$ cat config.mk
export PLATFORM = sky130hd
export DESIGN_NAME = datagram_crc_checker_ack_flat
export DESIGN_NICKNAME = d
export VERILOG_FILES = /design/src/rtl/dcc_pkg.sv /design/src/rtl/dcc_if.sv /design/src/rtl/datagram_crc_checker_ack.sv /design/src/rtl/dcc_ack_queue.sv /design/src/flat_wrapper.sv
export SDC_FILE = /design/constraint.sdc
export NUM_CORES = 1
export LEC_CHECK = 0
export ABC_AREA = 1
export BUFFER_PORTS_ARGS = -buffer_cell sky130_fd_sc_hd__buf_2
export CORE_MARGIN = 10
export CORE_UTILIZATION = 40
export CTS_CLUSTER_DIAMETER = 100
export DETAILED_ROUTE_END_ITERATION = 6
export GPL_TIMING_DRIVEN = 0
export SLEW_MARGIN = 20
export SYNTH_ARGS = -nofsm -noshare
export SYNTH_HDL_FRONTEND = slang
export SYNTH_SLANG_ARGS = --single-unit
$ cat constraint.sdc
create_clock -name clk -period 9 [get_ports clk]
set_input_delay 1.8 -clock clk [delete_from_list [all_inputs] [get_ports clk]]
set_output_delay 1.8 -clock clk [all_outputs]
set_load 0.01 [all_outputs]
$ cat src/rtl/dcc_pkg.sv
// ----------------------------------------------------------------------------
// dcc_pkg: shared definitions for the datagram CRC checker
// Header layout, acknowledgement constants, CRC-32 byte update and the
// acknowledgement record passed to the output queue.
// ----------------------------------------------------------------------------
package dcc_pkg;

	localparam int unsigned DCC_MAX_DATAGRAM = 65535;

	localparam int unsigned HDR_BYTES    = 14;
	localparam int unsigned PORT_HI_POS  = 4;
	localparam int unsigned PORT_LO_POS  = 5;
	localparam int unsigned CRC_FIRST_POS = 10;

	localparam logic [7:0]  ACK_HEAD   = 8'hAA;
	localparam logic [31:0] CRC_POLY   = 32'hEDB8_8320;
	localparam logic [31:0] CRC_INIT   = 32'hFFFF_FFFF;
	localparam logic [31:0] COUNT_MAX  = 32'hFFFF_FFFF;
	localparam int unsigned ACK_BYTES  = 5;
	localparam logic [2:0]  ACK_LAST_IDX = 3'(ACK_BYTES - 1);

	typedef struct packed {
		logic [31:0] count;
		logic        crc_ok;
		logic        short_datagram;
		logic [15:0] sender_port;
		logic [31:0] good_count;
		logic [31:0] error_count;
	} ack_rec_t;

	function automatic logic [31:0] crc_byte(input logic [31:0] crc, input logic [7:0] b);
		logic [31:0] c;
		c = crc ^ {24'h0, b};
		for (int k = 0; k < 8; k++) begin
			if (c[0]) begin
				c = (c >> 1) ^ CRC_POLY;
			end else begin
				c = c >> 1;
			end
		end
		return c;
	endfunction

endpackage

$ cat src/rtl/dcc_if.sv
// ----------------------------------------------------------------------------
// dcc_if: item channels of the datagram CRC checker
// Byte input channel and acknowledgement output channel, valid/ready.
// ----------------------------------------------------------------------------
interface dcc_in_if;
	logic       valid;
	logic       ready;
	logic [7:0] data_byte;
	logic       end_of_datagram;

	modport source(output valid, data_byte, end_of_datagram, input ready);
	modport sink(input valid, data_byte, end_of_datagram, output ready);
endinterface

interface dcc_ack_if;
	logic        valid;
	logic        ready;
	logic [7:0]  ack_byte;
	logic        ack_last;
	logic        crc_ok;
	logic        short_datagram;
	logic [15:0] sender_port;
	logic [31:0] good_count;
	logic [31:0] error_count;

	modport source(output valid, ack_byte, ack_last, crc_ok, short_datagram, sender_port,
		good_count, error_count, input ready);
	modport sink(input valid, ack_byte, ack_last, crc_ok, short_datagram, sender_port,
		good_count, error_count, output ready);
endinterface

$ cat src/rtl/datagram_crc_checker_ack.sv
// ----------------------------------------------------------------------------
// datagram_crc_checker_ack: framed datagram receiver with CRC-32 check
// Parses the 14-byte header, runs CRC-32 over the payload, counts good and
// bad datagrams and answers each datagram with five acknowledgement items.
//
//   channel  dir  items                     handshake
//   rx       in   data_byte, end_of_datagram  valid/ready
//   ack      out  ack_byte .. error_count     valid/ready
//
// Header and CRC update at each taken byte, the counters at a final byte.
// A final byte queues a record: five items, one per cycle unless ack stalls.
// Up to two records wait; rx.ready drops while both slots are taken.
// Reset clears counters, queue and datagram state; no clearing pass.
// ----------------------------------------------------------------------------
module datagram_crc_checker_ack
	import dcc_pkg::*;
#(
	parameter int unsigned MAX_DATAGRAM = DCC_MAX_DATAGRAM
)(
	input  logic      clk,
	input  logic      arst_n,
	dcc_in_if.sink    rx,
	dcc_ack_if.source ack
);

	localparam int unsigned PW = $clog2(MAX_DATAGRAM + 1);

	logic [PW-1:0] pos_q;
	logic [31:0]   hdr_crc_q;
	logic [31:0]   crc_q;
	logic [15:0]   port_q;
	logic [31:0]   good_q;
	logic [31:0]   error_q;

	logic          rx_fire;
	logic          queue_full;
	logic [PW-1:0] pos_d;
	logic [31:0]   hdr_crc_d;
	logic [31:0]   crc_d;
	logic [15:0]   port_d;
	logic          is_short;
	logic          ok;
	logic [31:0]   good_d;
	logic [31:0]   error_d;
	ack_rec_t      rec;

	assign rx.ready = !queue_full;
	assign rx_fire  = rx.valid && rx.ready;

	always_comb begin
		pos_d     = pos_q;
		hdr_crc_d = hdr_crc_q;
		crc_d     = crc_q;
		port_d    = port_q;
		if (pos_q < PW'(MAX_DATAGRAM)) begin
			pos_d = pos_q + PW'(1);
			if (pos_q < PW'(HDR_BYTES)) begin
				if (pos_q == PW'(PORT_HI_POS) || pos_q == PW'(PORT_LO_POS)) begin
					port_d = {port_q[7:0], rx.data_byte};
				end else if (pos_q >= PW'(CRC_FIRST_POS)) begin
					hdr_crc_d = {hdr_crc_q[23:0], rx.data_byte};
				end
			end else begin
				crc_d = crc_byte(crc_q, rx.data_byte);
			end
		end
		is_short = pos_d < PW'(HDR_BYTES);
		ok       = !is_short && ((crc_d ^ CRC_INIT) == hdr_crc_d);
		good_d   = good_q;
		error_d  = error_q;
		if (ok) begin
			if (good_q != COUNT_MAX) begin
				good_d = good_q + 32'd1;
			end
		end else if (error_q != COUNT_MAX) begin
			error_d = error_q + 32'd1;
		end
		rec.count          = 32'(pos_d);
		rec.crc_ok         = ok;
		rec.short_datagram = is_short;
		rec.sender_port    = is_short ? 16'h0 : port_d;
		rec.good_count     = good_d;
		rec.error_count    = error_d;
	end

	always_ff @(posedge clk or negedge arst_n) begin
		if (!arst_n) begin
			pos_q     <= '0;
			hdr_crc_q <= '0;
			crc_q     <= CRC_INIT;
			port_q    <= '0;
			good_q    <= '0;
			error_q   <= '0;
		end else if (rx_fire) begin
			if (rx.end_of_datagram) begin
				pos_q     <= '0;
				hdr_crc_q <= '0;
				crc_q     <= CRC_INIT;
				port_q    <= '0;
				good_q    <= good_d;
				error_q   <= error_d;
			end else begin
				pos_q     <= pos_d;
				hdr_crc_q <= hdr_crc_d;
				crc_q     <= crc_d;
				port_q    <= port_d;
			end
		end
	end

	dcc_ack_queue u_queue (
		.clk      (clk),
		.arst_n   (arst_n),
		.push     (rx_fire && rx.end_of_datagram),
		.push_rec (rec),
		.full     (queue_full),
		.ack      (ack)
	);

	a_ack_follows: assert property (@(posedge clk) disable iff (!arst_n)
		rx_fire && rx.end_of_datagram |=> ack.valid)
		else $error("no acknowledgement after final byte");

	a_pos_bound: assert property (@(posedge clk) disable iff (!arst_n)
		pos_q <= PW'(MAX_DATAGRAM)) else $error("byte position beyond maximum");

	a_restart: assert property (@(posedge clk) disable iff (!arst_n)
		rx_fire && rx.end_of_datagram |=> pos_q == '0 && crc_q == CRC_INIT)
		else $error("datagram state not restarted");

endmodule

$ cat src/rtl/dcc_ack_queue.sv
// ----------------------------------------------------------------------------
// dcc_ack_queue: acknowledgement record queue and serialiser
// Holds up to two finished records and sends each as five items.
// ----------------------------------------------------------------------------
module dcc_ack_queue
	import dcc_pkg::*;
(
	input  logic      clk,
	input  logic      arst_n,
	input  logic      push,
	input  ack_rec_t  push_rec,
	output logic      full,
	dcc_ack_if.source ack
);

	ack_rec_t   head_q;
	ack_rec_t   spare_q;
	logic       head_v_q;
	logic       spare_v_q;
	logic [2:0] idx_q;
	logic       pop;
	logic       pop_done;
	logic [39:0] ack_word;

	assign pop      = ack.valid && ack.ready;
	assign pop_done = pop && (idx_q == ACK_LAST_IDX);
	assign full     = spare_v_q;

	always_ff @(posedge clk or negedge arst_n) begin
		if (!arst_n) begin
			head_v_q  <= 1'b0;
			spare_v_q <= 1'b0;
			idx_q     <= '0;
		end else begin
			if (pop_done) begin
				idx_q <= '0;
				if (spare_v_q) begin
					head_v_q  <= 1'b1;
					spare_v_q <= push;
				end else begin
					head_v_q <= push;
				end
			end else begin
				if (pop) begin
					idx_q <= idx_q + 3'd1;
				end
				if (push && !head_v_q) begin
					head_v_q <= 1'b1;
				end else if (push) begin
					spare_v_q <= 1'b1;
				end
			end
		end
	end

	always_ff @(posedge clk) begin
		if (pop_done) begin
			if (spare_v_q) begin
				head_q <= spare_q;
				if (push) begin
					spare_q <= push_rec;
				end
			end else if (push) begin
				head_q <= push_rec;
			end
		end else if (push && !head_v_q) begin
			head_q <= push_rec;
		end else if (push) begin
			spare_q <= push_rec;
		end
	end

	assign ack_word           = {ACK_HEAD, head_q.count};
	assign ack.valid          = head_v_q;
	assign ack.ack_byte       = ack_word[8 * (3'(ACK_BYTES - 1) - idx_q) +: 8];
	assign ack.ack_last       = (idx_q == ACK_LAST_IDX);
	assign ack.crc_ok         = head_q.crc_ok;
	assign ack.short_datagram = head_q.short_datagram;
	assign ack.sender_port    = head_q.sender_port;
	assign ack.good_count     = head_q.good_count;
	assign ack.error_count    = head_q.error_count;

	a_spare_needs_head: assert property (@(posedge clk) disable iff (!arst_n)
		spare_v_q |-> head_v_q) else $error("spare record without head record");

	a_idx_range: assert property (@(posedge clk) disable iff (!arst_n)
		idx_q <= ACK_LAST_IDX) else $error("acknowledgement index out of range");

	a_drain_empty: assert property (@(posedge clk) disable iff (!arst_n)
		pop_done && !spare_v_q && !push |=> !head_v_q && idx_q == '0)
		else $error("queue not empty after last record sent");

endmodule

$ cat src/flat_wrapper.sv
// flat-port wrapper written by rule: the top's interface ports become plain ports
module datagram_crc_checker_ack_flat import dcc_pkg::*;
#(
	parameter int unsigned MAX_DATAGRAM = DCC_MAX_DATAGRAM
)
  (clk, arst_n, rx_valid, rx_data_byte, rx_end_of_datagram, rx_ready, ack_valid, ack_ack_byte, ack_ack_last, ack_crc_ok, ack_short_datagram, ack_sender_port, ack_good_count, ack_error_count, ack_ready);
  dcc_in_if rx_i ();
  dcc_ack_if ack_i ();
  input  logic clk;
  input  logic arst_n;
  input wire logic [$bits(rx_i.valid)-1:0] rx_valid;
  input wire logic [$bits(rx_i.data_byte)-1:0] rx_data_byte;
  input wire logic [$bits(rx_i.end_of_datagram)-1:0] rx_end_of_datagram;
  output wire logic [$bits(rx_i.ready)-1:0] rx_ready;
  output wire logic [$bits(ack_i.valid)-1:0] ack_valid;
  output wire logic [$bits(ack_i.ack_byte)-1:0] ack_ack_byte;
  output wire logic [$bits(ack_i.ack_last)-1:0] ack_ack_last;
  output wire logic [$bits(ack_i.crc_ok)-1:0] ack_crc_ok;
  output wire logic [$bits(ack_i.short_datagram)-1:0] ack_short_datagram;
  output wire logic [$bits(ack_i.sender_port)-1:0] ack_sender_port;
  output wire logic [$bits(ack_i.good_count)-1:0] ack_good_count;
  output wire logic [$bits(ack_i.error_count)-1:0] ack_error_count;
  input wire logic [$bits(ack_i.ready)-1:0] ack_ready;
  assign rx_i.valid = rx_valid;
  assign rx_i.data_byte = rx_data_byte;
  assign rx_i.end_of_datagram = rx_end_of_datagram;
  assign rx_ready = rx_i.ready;
  assign ack_valid = ack_i.valid;
  assign ack_ack_byte = ack_i.ack_byte;
  assign ack_ack_last = ack_i.ack_last;
  assign ack_crc_ok = ack_i.crc_ok;
  assign ack_short_datagram = ack_i.short_datagram;
  assign ack_sender_port = ack_i.sender_port;
  assign ack_good_count = ack_i.good_count;
  assign ack_error_count = ack_i.error_count;
  assign ack_i.ready = ack_ready;
  datagram_crc_checker_ack #(.MAX_DATAGRAM(MAX_DATAGRAM)) u_core (.clk(clk), .arst_n(arst_n), .rx(rx_i), .ack(ack_i));
endmodule
==> impl_metrics.json, run 1 <==
{
  "initialDrtViolationCount": 1456,
  "cts-htree-levels": 2,
  "cts.sinks": 361,
  "hpwl_um": 44300,
  "grt.total_usage": 0.201,
  "area_growth_syn_to_layout_pct": 14.8,
  "place_congestion": 0.937,
  "setup_viol": 0,
  "fin_skew_ps": 31.2,
  "n_antenna_cell": 0,
  "final_cell_mix": "958 x nand2_1, 332 x inv_1, 207 x nand3_1",
  "endpoint_kind": "flip-flop",
  "core_um2": 48700,
  "cts_resized": 0,
  "netlist_instances": 2537,
  "cap_violations": 0,
  "power.density_nw_per_um2": 160,
  "crit_chain": "buf_2 -> inv_1 -> nand2_1 -> nand2_1 -> nand2_1 -> nand2_1 -> nand2_1 -> nand2_1 -> inv_1 -> nand2_1 -> nand2_1 -> nand2_1 -> nand2_1 -> nand2_1 -> nand2_1 -> nor2_1 -> nand2_1 -> nor2_2 -> clkbuf_1 -> nand4_1 -> nand2_1 -> a21oi_1",
  "cp_common_cell": "nand2_1",
  "ys_ff_latch": 361,
  "insertion_delay_ps": 580,
  "fin_cells": 3389,
  "vias": 17400,
  "regArea_um2": 10100,
  "yosys.area_share.simple": 0.312,
  "layout_commonest_cell": "nand2_1",
  "violations": "DRC",
  "cp_top_family": "simple AND/OR/NAND/NOR gates",
  "cp_num_buf_inv": 4,
  "r2r_slack_ps": 4620,
  "cts_hold_buffers": 0,
  "slowest_stage": "clkbuf_1",
  "numCtsBuffers": 42,
  "cts_max_path_buffers": 3,
  "yosysSeqAreaShare": 0.511,
  "fin_crit_sh": 0.548,
  "syn_avg_cell_area_um2": 7.75,
  "dieArea_um2": 58400,
  "root_buffer": "clkbuf_16",
  "nFillCells": 4838,
  "grt_first_pass_wirelength_um": 94100,
  "path_class": "primary input to flip-flop",
  "final_area_um2": 22600,
  "finalCriticalPeriod_ps": 4930,
  "antenna_found_initial": 0,
  "viasPerCell": 5.14,
  "worstHoldPathType": "flip-flop to flip-flop",
  "status": "finished with violations",
  "p_total_mw": 3.61,
  "ys_warn_count": 0,
  "slew-limit-headroom": 0.339,
  "yosys.area.top_type": "edfxtp_1",
  "postSynth.asyncResetShare": 0.457,
  "start_kind": "primary input",
  "leakagePower_nw": 10.2,
  "multiInputGateArea_um2": 7920,
  "tightestPinTransition_ps": 992,
  "synth_top_family_by_area": "simple AND/OR/NAND/NOR gates",
  "rsz0062_at_grt": "false",
  "place_area_um2": 21200,
  "finalNetCount": 2714,
  "ir_drop_mv": 0.128,
  "synth_top_area_share": 0.299,
  "start_util": 0.403,
  "portBuffers": 105,
  "synthMuxAreaShare": 0,
  "die_x_um": 242,
  "critPathMaxStageDelay_ps": 480,
  "synthFlopType": "edfxtp_1",
  "yosys.area_share.adder": 0.00573,
  "grt.overflow.total": 0,
  "required_ps": 9260,
  "synth.net_count": 2559,
  "worstPathArrival_ps": 5190,
  "cts_tree": "built",
  "std_cell_rows": 81,
  "hold_viol": 0,
  "postCtsSetupRepairBufs": 0,
  "fin_util": 0.463,
  "synth_edf_count": 196,
  "grt_pass1_vias": 16300,
  "ys_types": 36,
  "synth-xor-area-share": 0.0120,
  "drc": 3,
  "synth_compound_area_frac": 0.0722,
  "drtAntennaViolNets": 0,
  "wl_per_cell_um": 17.8,
  "clkTransAtPathRegs_ps": 60,
  "pin_count": 106,
  "slew_viol_final": 0,
  "wirelength_um": 60400,
  "dp_cells": 3312,
  "synth.area.top_cells": "edfxtp_1 30%, nand2_1 18%, dfrtp_1 17%",
  "die_h_um": 242,
  "critPathMaxFanout": 10,
  "syn_area_um2": 19700,
  "final_layout_size_suffix_gt1_frac": 0.107,
  "drtPass1Iterations": 7,
  "grt_max_degree": 90,
  "max_freq_mhz": 203,
  "holdWs_ps": 497
}
## cells in the mapped netlist, types with 4 or more instances
master,n
a21oi_1,27
a22oi_1,8
and2_1,25
buf_1,9
buf_2,16
buf_4,5
buf_6,8
clkbuf_1,54
dfrtp_1,133
dfstp_2,32
edfxtp_1,196
ha_1,9
inv_1,332
nand2_1,958
nand3_1,207
nand3_2,11
nand3b_1,7
nand4_1,40
nor2_1,134
nor2_2,4
nor3_1,29
nor4_1,5
o21ai_0,110
o21ai_1,33
o22ai_1,74
or2_2,27
xor2_1,24
## logic make-up after synthesis
family	after synthesis
and+or+nand+nor	1454
xor gates and xnor gates	27
DFF	361
AOI/OAI and AO/OA	258
buffers and inverters	428
adders and majority gates	9
## layout make-up
type | instances | area share
Timing Repair Buffer | 111 | 0.0304
Clock inverter | 23 | 0.00926
Tap cell | 664 | 0.0368
Clock buffer | 54 | 0.0518
Buffer | 93 | 0.0199
Multi-Input combinational cell | 1748 | 0.351
Inverter | 335 | 0.0557
Sequential cell | 361 | 0.445
## worst register-to-register path, delay by kind of cell (launching register included)
family / cells / cell delay [ps]
buf+inv: 7 / 2150
compound gates: 1 / 630
fa+ha+maj: 2 / 410
flops: 1 / 400
simple gates: 2 / 400
## flip-flops by register name (all words and copies together) (netlist names)
signal                             cells
u_core.u_queue.ack.sender_port        16
u_core.u_queue.spare_q                98
u_core.error_q                        32
u_core.u_queue.ack.error_count        32
u_core.pos_q                          16
u_core.u_queue.idx_q                   3
u_core.u_queue.ack.good_count         32
u_core.good_q                         32
u_core.crc_q                          32
u_core.u_queue.ack_word               16
u_core.hdr_crc_q                      32
u_core.u_queue.ack.valid               1
u_core.port_q                         16
u_core.u_queue.ack.short_datagram      1
u_core.u_queue.full                    1
u_core.u_queue.ack.crc_ok              1
## per-layer routing
layer	vias up	share of wire	wire length, µm	track usage
li1	8513	-	-	-
met1	8322	0.47	28200	0.281
met2	495	0.46	27700	0.322
met3	89	0.057	3450	0.0312
met4	0	0.019	1150	0.0510
met5	-	0	0	0
## through the flow
step,TNS [ps],setup WS [ps]
2_1_floorplan,0,1780
3_3_place_gp,-135300,-1390
3_5_place_dp,0,3530
4_1_cts,0,4120
5_1_grt,0,3770
6_report,0,4070
## path summary, 6_finish.rpt
check                                                         start                                          end  cells after the start
worst max register to register  u_core.u_queue.idx_q[0]$_DFFE_PN0P_  u_core.u_queue.ack.good_count[14]$_DFFE_PP_                     12
worst min register to register     u_core.hdr_crc_q[31]$_DFFE_PN0P_             u_core.hdr_crc_q[31]$_DFFE_PN0P_                      2
worst max-delay path                                rx_data_byte[1]   u_core.u_queue.ack.good_count[1]$_DFFE_PP_                     22
max in group asynchronous                                    arst_n               u_core.error_q[13]$_DFFE_PN0P_                      2
worst min-delay path               u_core.hdr_crc_q[31]$_DFFE_PN0P_             u_core.hdr_crc_q[31]$_DFFE_PN0P_                      2
min in group asynchronous                                    arst_n                u_core.good_q[15]$_DFFE_PN0P_                      1
## report_power, final
group / switching (mW) / internal, mW
logic: 0.115 / 0.0397
registers: 0 / 1.73
clock network: 0.715 / 1.01
total: 0.830 / 2.78
(Power assumes the default switching activity.)
==> inputs of run 2 (changes only) <==
==> constraint.sdc (replaced) <==
create_clock -name clk -period 3.97 [get_ports clk]
set_input_delay 0.794 -clock clk [delete_from_list [all_inputs] [get_ports clk]]
set_output_delay 0.794 -clock clk [all_outputs]
set_load 0.01 [all_outputs]
==> impl_metrics.json, run 2 (synthesis gave the netlist of run 1 again) <==
{
  "status": "finished with violations",
  "violations": "DRC",
  "required_ps": 4260,
  "regArea_um2": 10100,
  "tightestPinTransition_ps": 971,
  "tns_ps": 0,
  "n_antenna_cell": 0,
  "multiInputGateArea_um2": 8040,
  "top_register": "u_core.u_queue.spare_q",
  "worstPathArrival_ps": 4090,
  "fin_cells": 3393,
  "p_total_mw": 8.40,
  "dp_cells": 3313,
  "place_congestion": 0.946,
  "drc": 4,
  "path_class": "flip-flop to flip-flop",
  "cts.sinks": 361,
  "vias": 17500,
  "fin_crit_sh": 0.955,
  "dpl_worst_slack_ps": -649,
  "viasPerCell": 5.17,
  "rr_worst_depth": 21,
  "start_util": 0.403,
  "root_buffer": "clkbuf_16",
  "dieArea_um2": 58400,
  "start_kind": "flip-flop",
  "finalCriticalPeriod_ps": 3790,
  "die_h_um": 242,
  "clkTransAtPathRegs_ps": 60,
  "finalNetCount": 2717,
  "final_layout_size_suffix_gt1_frac": 0.120,
  "drtPass1Iterations": 7,
  "slew_viol_final": 0,
  "antenna_found_initial": 0,
  "insertion_delay_ps": 580,
  "cp-startpoint": "u_core.pos_q[1]$_DFFE_PN0P_",
  "max_freq_mhz": 264,
  "r2r-end": "u_core.u_queue.ack.good_count[3]$_DFFE_PP_",
  "grt.total_usage": 0.205,
  "cts_hold_buffers": 0,
  "core_um2": 48700,
  "portBuffers": 105,
  "grt_first_pass_wirelength_um": 95600,
  "leakagePower_nw": 10.3,
  "cts-htree-levels": 2,
  "nFillCells": 4785,
  "drtAntennaViolNets": 0,
  "hold_viol": 0,
  "critPathMaxFanout": 10,
  "grt_max_degree": 78,
  "endpoint_kind": "flip-flop",
  "cts_max_path_buffers": 3,
  "cts_tree": "built",
  "fin_util": 0.468,
  "final_cell_mix": "951 x nand2_1, 332 x inv_1, 206 x nand3_1",
  "fin_skew_ps": 21.9,
  "r2r_slack_ps": 180,
  "fin_ws_ps": 178,
  "wirelength_um": 61500,
  "cap_violations": 0,
  "worstHoldPathType": "primary input to async pin",
  "setup_viol": 0,
  "grt_pass1_vias": 16500,
  "layout_commonest_cell": "nand2_1",
  "wl_per_cell_um": 18.1,
  "die_x_um": 242,
  "hpwl_um": 44900,
  "pin_count": 106,
  "area_growth_syn_to_layout_pct": 16.1,
  "ir_drop_mv": 0.264,
  "numCtsBuffers": 42,
  "reg2reg_from": "u_core.pos_q[1]$_DFFE_PN0P_",
  "slew-limit-headroom": 0.353,
  "std_cell_rows": 81,
  "initialDrtViolationCount": 1593,
  "grt.overflow.total": 0,
  "power.density_nw_per_um2": 368,
  "largest_register_ff_count": 98
}
[run 2: cell count changes in the layout (fill, tap and decap cells not counted), sizes merged]
cell / change
o21a: +1
inv: -1
clkbuf: +10
buf: -3
bufinv: +2
clkinv: -5
[run 2: worst max path at each step]
stage,end,depth (start not counted)
after CTS,u_core.u_queue.ack.good_count[1]$_DFFE_PP_,21
after detailed placement,u_core.u_queue.ack.good_count[3]$_DFFE_PP_,24
after global placement,u_core.u_queue.ack.good_count[7]$_DFFE_PP_,11
final,u_core.u_queue.ack.good_count[3]$_DFFE_PP_,21
after floorplan,u_core.u_queue.ack.crc_ok$_DFFE_PP_,11
after global routing,u_core.u_queue.ack.good_count[6]$_DFFE_PP_,20
[run 2: worst max-delay path, stage by stage (launching register included)]
cell,delay (ps)
dfrtp_1,440
ha_2,260
nand3_1,120
inv_2,100
nand2_2,100
nor2_2,110
nand2_1,100
nand2_2,230
buf_6,200
buf_6,190
nand2_1,90
nand3_1,210
nand3_1,110
nor2_1,100
nand2_1,80
nor2_1,190
nand3_4,180
buf_4,250
o21ai_1,130
nand2_1,100
nand2_1,70
nand2_1,130
[run 2: repair_timing]
item / CTS / global route
pin swaps: 0 / 2
setup endpoints to repair: 165 / 265
gates resized for setup: 11 / 51
gates cloned: 1 / 0
buffers inserted: 0 / 1
hold endpoints to repair: 0 / 0
[run 2: layout make-up]
type / instances / area share
clock buffer: 59 / 0.0533
clock inverter: 19 / 0.0108
buffer: 93 / 0.0209
multi-input combinational: 1749 / 0.352
tap: 664 / 0.0364
timing repair buffer: 113 / 0.0309
inverter: 335 / 0.0551
sequential: 361 / 0.441
[run 2: through the flow]
step                instance area [µm²]  hold slack (ps)
finish                            22800              113
global route                      22800              114
CTS                               22700              101
detailed placement                21200              486
global placement                  21000              468
floorplan                         19700              453
[run 2: layer usage]
layer  share of wire  GRT usage  vias to the layer above
li1                -          -                     8513
met1            0.46      0.286                     8367
met2            0.46      0.322                      560
met3           0.064     0.0340                      104
met4           0.024     0.0596                        0
met5               0          0                        -
[run 2: report_power, final]
part	total, mW	switching (mW)	internal (mW)
clock network	4.11	1.64	2.47
registers	3.92	0	3.92
logic	0.363	0.269	0.0941
